$ cat config.mk
export PLATFORM = sky130hd
export DESIGN_NAME = flow_area_wetted_perimeter
export DESIGN_NICKNAME = d
export VERILOG_FILES = /design/src/hw/rtl/fawp_pkg.sv /design/src/hw/rtl/fawp_shift_sub.sv /design/src/hw/rtl/flow_area_wetted_perimeter.sv
export SDC_FILE = /design/constraint.sdc
export NUM_CORES = 2
export LEC_CHECK = 0
export BUFFER_PORTS_ARGS = -buffer_cell sky130_fd_sc_hd__buf_2
export CORE_MARGIN = 3
export CORE_UTILIZATION = 35
export DETAILED_ROUTE_END_ITERATION = 10
export PLACE_DENSITY = 0.58
export SLEW_MARGIN = 20
export SYNTH_ARGS = -nofsm -noshare
export SYNTH_HDL_FRONTEND = slang
export SYNTH_SLANG_ARGS = --single-unit
$ cat constraint.sdc
create_clock -name clk_i -period 28.6 [get_ports clk_i]
set_clock_uncertainty 0.05 [all_clocks]
set_input_delay 2.86 -clock clk_i [delete_from_list [all_inputs] [get_ports clk_i]]
set_output_delay 2.86 -clock clk_i [all_outputs]
set_load 0.01 [all_outputs]
$ cat src/hw/rtl/fawp_pkg.sv
package fawp_pkg;

  // Field widths.
  localparam int COORD_W  = 24;
  localparam int AREA_W   = 2 * COORD_W;
  localparam int PERIM_W  = COORD_W + 16;
  localparam int RADIUS_W = COORD_W;

  // Shared shift-subtract unit sizing.
  localparam int OPD_W      = 2 * COORD_W + 2;
  localparam int REM_W      = PERIM_W + 2;
  localparam int ROOT_W     = COORD_W + 1;
  localparam int DIV_STEPS  = COORD_W;
  localparam int SQRT_STEPS = ROOT_W;
  localparam int CNT_W      = $clog2(ROOT_W + 1);

  // Stream payload widths.
  localparam int IN_W  = 2 * COORD_W;
  localparam int OUT_W = AREA_W + PERIM_W + RADIUS_W;

  typedef struct packed {
    logic start;
    logic is_sqrt;
  } fawp_unit_req_t;

  typedef struct packed {
    logic busy;
    logic done;
  } fawp_unit_sts_t;

endpackage

$ cat src/hw/rtl/fawp_shift_sub.sv
module fawp_shift_sub
  import fawp_pkg::*;
(
  input  logic                clk_i,
  input  logic                rst_ni,
  input  fawp_unit_req_t      req_i,
  input  logic [OPD_W-1:0]    opd_i,
  input  logic [PERIM_W-1:0]  den_i,
  input  logic [PERIM_W-1:0]  rem0_i,
  output fawp_unit_sts_t      sts_o,
  output logic [ROOT_W-1:0]   res_o
);

  logic [REM_W-1:0]   rem_q;
  logic [OPD_W-1:0]   opd_q;
  logic [ROOT_W-1:0]  acc_q;
  logic [PERIM_W-1:0] den_q;
  logic [CNT_W-1:0]   cnt_q;
  logic               sqrt_q;
  logic               busy_q;
  logic               done_q;

  logic [REM_W-1:0]   shifted;
  logic [REM_W-1:0]   trial;
  logic               ge;
  logic               last_step;

  // One restoring step: one quotient bit, or one root bit per bit pair.
  always_comb begin
    if (sqrt_q) begin
      shifted = {rem_q[REM_W-3:0], opd_q[OPD_W-1 -: 2]};
      trial   = {{(REM_W-ROOT_W-2){1'b0}}, acc_q, 2'b01};
    end else begin
      shifted = {rem_q[REM_W-2:0], opd_q[OPD_W-1]};
      trial   = {{(REM_W-PERIM_W){1'b0}}, den_q};
    end
    ge = shifted >= trial;
    last_step = sqrt_q ? (cnt_q == CNT_W'(SQRT_STEPS - 1))
                       : (cnt_q == CNT_W'(DIV_STEPS - 1));
  end

  // Control: step counter and done pulse.
  always_ff @(posedge clk_i or negedge rst_ni) begin
    if (!rst_ni) begin
      busy_q <= 1'b0;
      done_q <= 1'b0;
      cnt_q  <= '0;
      sqrt_q <= 1'b0;
    end else begin
      done_q <= 1'b0;
      if (req_i.start) begin
        busy_q <= 1'b1;
        cnt_q  <= '0;
        sqrt_q <= req_i.is_sqrt;
      end else if (busy_q) begin
        cnt_q <= cnt_q + CNT_W'(1);
        if (last_step) begin
          busy_q <= 1'b0;
          done_q <= 1'b1;
        end
      end
    end
  end

  // Datapath: remainder, operand shifter and result bits.
  always_ff @(posedge clk_i) begin
    if (req_i.start) begin
      rem_q <= req_i.is_sqrt ? '0 : {{(REM_W-PERIM_W){1'b0}}, rem0_i};
      opd_q <= opd_i;
      acc_q <= '0;
      den_q <= den_i;
    end else if (busy_q) begin
      rem_q <= ge ? (shifted - trial) : shifted;
      opd_q <= sqrt_q ? {opd_q[OPD_W-3:0], 2'b00} : {opd_q[OPD_W-2:0], 1'b0};
      acc_q <= {acc_q[ROOT_W-2:0], ge};
    end
  end

  assign sts_o.busy = busy_q;
  assign sts_o.done = done_q;
  assign res_o      = acc_q;

endmodule

$ cat src/hw/rtl/flow_area_wetted_perimeter.sv
// Flow area and wetted perimeter of a channel cross-section.
// Input stream: one vertex per transfer, left to right. tdata carries x_pos and
// depth_pos (unsigned Q16.8), tuser marks the first vertex, tlast the last one.
// The user must write the water surface depth through cfg_we_i/cfg_wdata_i only
// while idle; the block itself does not enforce this. Output stream: one transfer
// per section, sent after the last vertex, with flow area, wetted perimeter and
// hydraulic radius; tuser says the radius is valid. A wet segment needs a square
// root for its length, and a crossing of the surface adds a divide; the crossing
// needs a 24-step divide and the length a 25-step square root, both on the one
// shared shift-subtract unit. The last vertex adds the radius divide, when one is
// needed, and the output load.
// The input is not ready while a vertex is being worked on.
// A finished result waits in the output register; new vertices are accepted
// meanwhile, and only a following last vertex waits until the receiver takes it.
// Reset clears the sums, the stored vertex, the surface level and the output valid flag.
module flow_area_wetted_perimeter
  import fawp_pkg::*;
(
  input  logic               clk_i,
  input  logic               rst_ni,
  input  logic               cfg_we_i,
  input  logic [COORD_W-1:0] cfg_wdata_i,   // water_surface_level
  input  logic               s_axis_tvalid,
  output logic               s_axis_tready,
  input  logic [IN_W-1:0]    s_axis_tdata,  // x_pos, depth_pos
  input  logic               s_axis_tuser,  // first_point
  input  logic               s_axis_tlast,  // last_point
  output logic               m_axis_tvalid,
  input  logic               m_axis_tready,
  output logic [OUT_W-1:0]   m_axis_tdata,  // flow_area, wetted_perimeter, hydraulic_radius
  output logic               m_axis_tuser   // radius_valid
);

  localparam logic [3:0] ST_IDLE  = 4'd0;
  localparam logic [3:0] ST_CLIP  = 4'd1;
  localparam logic [3:0] ST_DIV   = 4'd2;
  localparam logic [3:0] ST_DIVW  = 4'd3;
  localparam logic [3:0] ST_GEOM  = 4'd4;
  localparam logic [3:0] ST_AREA  = 4'd5;
  localparam logic [3:0] ST_SQ1   = 4'd6;
  localparam logic [3:0] ST_SQ2   = 4'd7;
  localparam logic [3:0] ST_SQRTW = 4'd8;
  localparam logic [3:0] ST_FIN   = 4'd9;
  localparam logic [3:0] ST_FDIVW = 4'd10;
  localparam logic [3:0] ST_OUT   = 4'd11;

  localparam int MUL_W = COORD_W + 1;
  localparam int PROD_W = 2 * MUL_W;

  logic [3:0]          state_q, state_d;
  logic [COORD_W-1:0]  level_q;
  logic [COORD_W-1:0]  prev_x_q, prev_y_q;
  logic                have_prev_q;
  logic [AREA_W-1:0]   area_q;
  logic [PERIM_W-1:0]  perim_q;
  logic [COORD_W-1:0]  sx1_q, sy1_q, sx2_q, sy2_q;
  logic                last_q;
  logic                clip_up_q;
  logic [COORD_W-1:0]  den_q;
  logic [PROD_W-1:0]   prod_q;
  logic [AREA_W-1:0]   s1_q;
  logic [RADIUS_W-1:0] rad_q;
  logic                rvalid_q;
  logic                out_valid_q;
  logic [OUT_W-1:0]    out_data_q;
  logic                out_user_q;

  logic               s_xfer;
  logic               seg;
  logic               up, down, dx_neg;
  logic [COORD_W-1:0] mag, num, den, off, new_x;
  logic [MUL_W-1:0]   b1, b2, h, bsum, db;
  logic               skip;
  logic [MUL_W-1:0]   mul_a, mul_b;
  logic [AREA_W:0]    area_sum;
  logic [PERIM_W:0]   perim_sum;
  logic [OPD_W-1:0]   radicand;
  logic               fin_zero, fin_sat;
  logic               out_load;

  fawp_unit_req_t     u_req;
  fawp_unit_sts_t     u_sts;
  logic [OPD_W-1:0]   u_opd;
  logic [PERIM_W-1:0] u_den, u_rem0;
  logic [ROOT_W-1:0]  u_res;

  assign s_axis_tready = (state_q == ST_IDLE);
  assign s_xfer = s_axis_tvalid && s_axis_tready;
  assign seg = have_prev_q && !s_axis_tuser;

  // Segment geometry against the surface level.
  always_comb begin
    up     = (sy2_q > level_q) && (sy1_q < level_q);
    down   = (sy2_q < level_q) && (sy1_q > level_q);
    dx_neg = sx2_q < sx1_q;
    mag    = dx_neg ? (sx1_q - sx2_q) : (sx2_q - sx1_q);
    num    = up ? (level_q - sy1_q) : (sy1_q - level_q);
    den    = up ? (sy2_q - sy1_q) : (sy1_q - sy2_q);
    off    = u_res[COORD_W-1:0];
    new_x  = dx_neg ? (sx1_q - off) : (sx1_q + off);
    b1     = {1'b0, sy1_q} - {1'b0, level_q};
    b2     = {1'b0, sy2_q} - {1'b0, level_q};
    h      = {1'b0, sx2_q} - {1'b0, sx1_q};
    skip   = b1[MUL_W-1] || b2[MUL_W-1] || h[MUL_W-1] || (h == '0)
             || ((b1 == '0) && (b2 == '0));
    bsum   = b1 + b2;
    db     = (b2 >= b1) ? (b2 - b1) : (b1 - b2);
  end

  // Shared multiplier operand selection; the product is registered.
  always_comb begin
    case (state_q)
      ST_CLIP: begin
        mul_a = {1'b0, mag};
        mul_b = {1'b0, num};
      end
      ST_GEOM: begin
        mul_a = bsum;
        mul_b = h;
      end
      ST_AREA: begin
        mul_a = db;
        mul_b = db;
      end
      ST_SQ1: begin
        mul_a = h;
        mul_b = h;
      end
      default: begin
        mul_a = '0;
        mul_b = '0;
      end
    endcase
  end

  // Saturating sums and the final radius checks.
  always_comb begin
    area_sum  = {1'b0, area_q} + {1'b0, prod_q[AREA_W:1]};
    perim_sum = {1'b0, perim_q} + {{(PERIM_W+1-ROOT_W){1'b0}}, u_res};
    radicand  = prod_q + {{(PROD_W-AREA_W){1'b0}}, s1_q};
    fin_zero  = (perim_q == '0);
    fin_sat   = {{(PERIM_W-COORD_W){1'b0}}, area_q[AREA_W-1:COORD_W]} >= perim_q;
    out_load  = (state_q == ST_OUT) && (!out_valid_q || m_axis_tready);
  end

  // Requests to the shift-subtract unit.
  always_comb begin
    u_req.start   = 1'b0;
    u_req.is_sqrt = 1'b0;
    u_opd  = '0;
    u_den  = '0;
    u_rem0 = '0;
    case (state_q)
      ST_DIV: begin
        u_req.start = 1'b1;
        u_opd  = {prod_q[COORD_W-1:0], {(OPD_W-COORD_W){1'b0}}};
        u_den  = {{(PERIM_W-COORD_W){1'b0}}, den_q};
        u_rem0 = {{(PERIM_W-COORD_W){1'b0}}, prod_q[AREA_W-1:COORD_W]};
      end
      ST_SQ2: begin
        u_req.start   = 1'b1;
        u_req.is_sqrt = 1'b1;
        u_opd = radicand;
      end
      ST_FIN: begin
        u_req.start = !fin_zero && !fin_sat;
        u_opd  = {area_q[COORD_W-1:0], {(OPD_W-COORD_W){1'b0}}};
        u_den  = perim_q;
        u_rem0 = {{(PERIM_W-COORD_W){1'b0}}, area_q[AREA_W-1:COORD_W]};
      end
      default: begin
        u_req.start = 1'b0;
      end
    endcase
  end

  fawp_shift_sub u_unit (
    .clk_i  (clk_i),
    .rst_ni (rst_ni),
    .req_i  (u_req),
    .opd_i  (u_opd),
    .den_i  (u_den),
    .rem0_i (u_rem0),
    .sts_o  (u_sts),
    .res_o  (u_res)
  );

  // Sequencer.
  always_comb begin
    state_d = state_q;
    case (state_q)
      ST_IDLE: begin
        if (s_xfer) begin
          if (seg) state_d = ST_CLIP;
          else if (s_axis_tlast) state_d = ST_FIN;
        end
      end
      ST_CLIP: state_d = (up || down) ? ST_DIV : ST_GEOM;
      ST_DIV: state_d = ST_DIVW;
      ST_DIVW: begin
        if (u_sts.done) state_d = ST_GEOM;
      end
      ST_GEOM: begin
        if (!skip) state_d = ST_AREA;
        else state_d = last_q ? ST_FIN : ST_IDLE;
      end
      ST_AREA: state_d = ST_SQ1;
      ST_SQ1: state_d = ST_SQ2;
      ST_SQ2: state_d = ST_SQRTW;
      ST_SQRTW: begin
        if (u_sts.done) state_d = last_q ? ST_FIN : ST_IDLE;
      end
      ST_FIN: state_d = u_req.start ? ST_FDIVW : ST_OUT;
      ST_FDIVW: begin
        if (u_sts.done) state_d = ST_OUT;
      end
      ST_OUT: begin
        if (out_load) state_d = ST_IDLE;
      end
      default: state_d = ST_IDLE;
    endcase
  end

  // Control state, sums and output handshake.
  always_ff @(posedge clk_i or negedge rst_ni) begin
    if (!rst_ni) begin
      state_q     <= ST_IDLE;
      level_q     <= '0;
      prev_x_q    <= '0;
      prev_y_q    <= '0;
      have_prev_q <= 1'b0;
      area_q      <= '0;
      perim_q     <= '0;
      out_valid_q <= 1'b0;
    end else begin
      state_q <= state_d;
      if (cfg_we_i) level_q <= cfg_wdata_i;
      if (s_xfer) begin
        prev_x_q    <= s_axis_tdata[COORD_W-1:0];
        prev_y_q    <= s_axis_tdata[IN_W-1:COORD_W];
        have_prev_q <= 1'b1;
        if (s_axis_tuser) begin
          area_q  <= '0;
          perim_q <= '0;
        end
      end
      if (state_q == ST_AREA) begin
        area_q <= area_sum[AREA_W] ? '1 : area_sum[AREA_W-1:0];
      end
      if ((state_q == ST_SQRTW) && u_sts.done) begin
        perim_q <= perim_sum[PERIM_W] ? '1 : perim_sum[PERIM_W-1:0];
      end
      if (out_load) begin
        out_valid_q <= 1'b1;
        area_q      <= '0;
        perim_q     <= '0;
        have_prev_q <= 1'b0;
      end else if (m_axis_tready) begin
        out_valid_q <= 1'b0;
      end
    end
  end

  // Working registers of the current segment and result.
  always_ff @(posedge clk_i) begin
    prod_q <= mul_a * mul_b;
    if (s_xfer) begin
      sx1_q  <= prev_x_q;
      sy1_q  <= prev_y_q;
      sx2_q  <= s_axis_tdata[COORD_W-1:0];
      sy2_q  <= s_axis_tdata[IN_W-1:COORD_W];
      last_q <= s_axis_tlast;
    end
    if (state_q == ST_CLIP) begin
      clip_up_q <= up;
      den_q     <= den;
    end
    if ((state_q == ST_DIVW) && u_sts.done) begin
      if (clip_up_q) begin
        sx1_q <= new_x;
        sy1_q <= level_q;
      end else begin
        sx2_q <= new_x;
        sy2_q <= level_q;
      end
    end
    if (state_q == ST_SQ1) s1_q <= prod_q[AREA_W-1:0];
    if (state_q == ST_FIN) begin
      rad_q    <= fin_zero ? '0 : '1;
      rvalid_q <= !fin_zero;
    end
    if ((state_q == ST_FDIVW) && u_sts.done) rad_q <= u_res[RADIUS_W-1:0];
    if (out_load) begin
      out_data_q <= {rad_q, perim_q, area_q};
      out_user_q <= rvalid_q;
    end
  end

  assign m_axis_tvalid = out_valid_q;
  assign m_axis_tdata  = out_data_q;
  assign m_axis_tuser  = out_user_q;

endmodule

==> impl_metrics.py <==
metrics = {
    "status": {
        "status": "finished clean",
    },
    "logic_synthesis": {
        "ys_seq_elements": 688,
        "ys.flop_type": "edfxtp_1",
        "ys_types": 105,
        "yosys_warnings": 0,
        "synthArstFlopShare": 0.2529,
        "yosysSeqAreaShare": 0.2563,
        "synth_area_per_cell_um2": 8.792,
        "synth_area_um2": 70520,
        "synthCells": 8021,
        "syn_nets": 9271,
        "synth_enable_flop_cells": 343,
    },
    "floorplan": {
        "die-area_um2": 206900,
        "start_util": 0.3525,
        "die_y_um": 454.9,
        "dieWidth_um": 454.9,
        "rows": 164,
        "io_pins": 194,
        "coreArea_um2": 200100,
    },
    "min_path": {
        "min_to": "m_axis_tdata[111]",
        "holdPathStages": 0,
        "min_from": "rad_q[23]",
        "holdCritPathClass": "reg -> reg",
    },
    "job": {
        "max_cap_viol_count": 0,
    },
    "clock_tree": {
        "clk_latency_ns": 0.74,
        "cts_hold_buf": 0,
        "cts_num_sinks": 688,
        "h-tree-depth": 3,
        "ctsResizeCount": 0,
        "post_cts_buffers": 0,
        "cts_buffer_depth": 3,
        "cts_tree": "done",
        "root_buffer": "clkbuf_16",
        "numCtsBuffers": 81,
        "cts.clk_slew.worst_paths_ns": 0.06,
    },
    "sta": {
        "fin_crit_sh": 0.5159,
        "relSlewSlack": 0.1803,
        "fmax_mhz": 67.77,
        "hold_violations": 0,
        "maxSlewViolCount": 0,
        "worst_pin_slew_ns": 1.223,
        "grt_setup_unrepaired": "no",
        "period_needed_ns": 14.76,
        "setup-violations-final": 0,
        "fin_setup_tns_ns": 0,
    },
    "worst_setup_path": {
        "startpoint": "level_q[1]",
        "cp-start-kind": "flop",
        "critPathMaxFanout": 25,
        "slowest_stage": "a211o_1",
        "cp_slowest_stage_delay_ns": 0.97,
        "end_kind": "flop",
        "crit_arrival_ns": 15.34,
        "cp.required_ns": 29.18,
        "r2r-start": "level_q[1]",
        "worstSetupPathType": "reg -> reg",
        "r2r_setup_slack_ns": 13.84,
        "reg2reg_depth": 48,
        "r2r-end": "prod_q[49]",
    },
    "place": {
        "port_buffers": 193,
        "gp_congestion": 0.9740,
        "dp_hpwl_um": 189200,
    },
    "grt": {
        "antenna_found_initial": 10,
        "grt_overflow": 0,
        "grt_max_degree": 87,
        "grt_util_met3": 0.03570,
        "top_usage_layer": "met2",
        "grt_pass1_vias": 58440,
        "use_met2": 0.3730,
        "grt_util_all_layers": 0.2301,
        "grt_pass1_wl_um": 366800,
        "use_met1": 0.3105,
    },
    "cells_and_area": {
        "layout_common_cells": "nand2_1 (982), inv_1 (950), ha_1 (630), a21oi_1 (566), fa_1 (541)",
        "final_common_cell": "nand2_1",
        "drive_gt1_frac": 0.07227,
        "nets": 9263,
        "fill_cells": 20280,
        "area_growth_pct": 9.109,
        "diodes": 0,
    },
    "detailed_routing": {
        "via_per_inst": 5.521,
        "wl_um": 241900,
        "avgRoutedWirePerCell_um": 22.53,
        "first_pass_iters": 6,
        "drc": 0,
        "drt_iter0_drc": 5234,
        "drt.antenna.violating_nets": 0,
        "vias": 59280,
    },
}
[per-stage QoR]
| stage | area, um^2 | hold slack (ns) | util | setup slack [ns] | cells |
|---|---|---|---|---|---|
| CTS | 76940 | 0.3660 | 0.3846 | 13.92 | 10740 |
| floorplan | 70520 | 0.3503 | - | 15.95 | 8021 |
| detailed placement | 74140 | 0.3559 | 0.3706 | 13.94 | 10590 |
| finish | 76940 | 0.3662 | 0.3846 | 13.84 | 10740 |
| global route | 76940 | 0.3703 | 0.3846 | 12.91 | 10740 |
| global placement | 74110 | 0.3578 | 0.3704 | 14.30 | 10590 |
[state kept, by name, summed over array words and instances (netlist names), 4 cells and up]
signal	count
u_unit.cnt_q	5
u_unit.res_o	25
area_q	48
sx2_q	24
prev_x_q	24
perim_q	40
u_unit.den_q	40
u_unit.rem_q	41
sy1_q	24
sx1_q	24
prev_y_q	24
u_unit.opd_q	50
sy2_q	24
rad_q	24
state_q	4
s1_q	48
level_q	24
den_q	24
prod_q	50
m_axis_tdata	112
[synthesized netlist by cell type (74+ instances only)]
master | n | area, um^2
nand2_1 | 984 | 3694
xnor2_1 | 242 | 2120
nand2b_1 | 89 | 556.8
o21ai_0 | 362 | 1812
and2_1 | 145 | 907.1
xor2_1 | 152 | 1331
nor2b_1 | 90 | 563.0
clkbuf_1 | 274 | 1028
mux2i_1 | 160 | 1602
fa_1 | 541 | 10830
a31oi_1 | 171 | 1070
a21oi_1 | 568 | 2843
edfxtp_1 | 343 | 10300
nand3_1 | 97 | 485.5
a21o_1 | 256 | 1922
ha_1 | 630 | 7883
dfrtp_1 | 174 | 4354
nor2_1 | 506 | 1899
inv_1 | 952 | 3573
nor3_1 | 92 | 460.4
a211oi_1 | 74 | 555.5
dfxtp_1 | 171 | 3423
[critical path: cells and delay by family, from the launching register on]
| family | cells | cell delay (ns) |
|---|---|---|
| and+or+nand+nor | 5 | 0.96 |
| buffers and inverters | 8 | 0.63 |
| muxes | 3 | 1.11 |
| DFF | 1 | 0.47 |
| xor gates and xnor gates | 2 | 0.47 |
| AOI/OAI and AO/OA | 20 | 6.18 |
| adders and majority gates | 10 | 4.76 |
[layout make-up]
| type | count | area, um^2 | area share |
|---|---|---|---|
| clock buffer | 103 | 2213 | 0.02877 |
| clock inverter | 48 | 589.3 | 0.007659 |
| inverter | 956 | 3591 | 0.04667 |
| multi-input combinational | 5981 | 47320 | 0.6151 |
| sequential | 688 | 18080 | 0.2350 |
| tap | 2656 | 3323 | 0.04319 |
| timing repair buffer | 305 | 1819 | 0.02364 |
[per-layer routing]
layer / vias up / wire, um
li1: 27360 / -
met1: 29090 / 103600
met2: 2401 / 110400
met3: 426 / 18460
met4: 2 / 9473
met5: - / 11
[cell families (layout without fill, tap and decap cells)]
| logic type | Yosys count | count (layout) | synth area share |
|---|---|---|---|
| and+or+nand+nor | 2236 | 2236 | 0.1443 |
| AOI/OAI and AO/OA | 1965 | 1965 | 0.1786 |
| buffers and inverters | 1352 | 1412 | 0.07441 |
| adders and majority gates | 1171 | 1171 | 0.2654 |
| DFF | 688 | 688 | 0.2563 |
| xor gates and xnor gates | 398 | 398 | 0.05002 |
| muxes | 211 | 211 | 0.03094 |
[worst max path at each step]
stage / endpoint / slack [ns] / cells past startpoint
2_1_floorplan: perim_q[14] / 15.95 / 6
3_5_place_dp: prod_q[49] / 13.94 / 50
6_report: prod_q[49] / 13.84 / 48
4_1_cts: prod_q[49] / 13.92 / 50
5_1_grt: prod_q[49] / 12.91 / 50
3_3_place_gp: prod_q[49] / 14.30 / 46
Power is left out: the tool's default activity adds up to more than one toggle a clock period on the data nets, which glitch-free logic cannot reach.
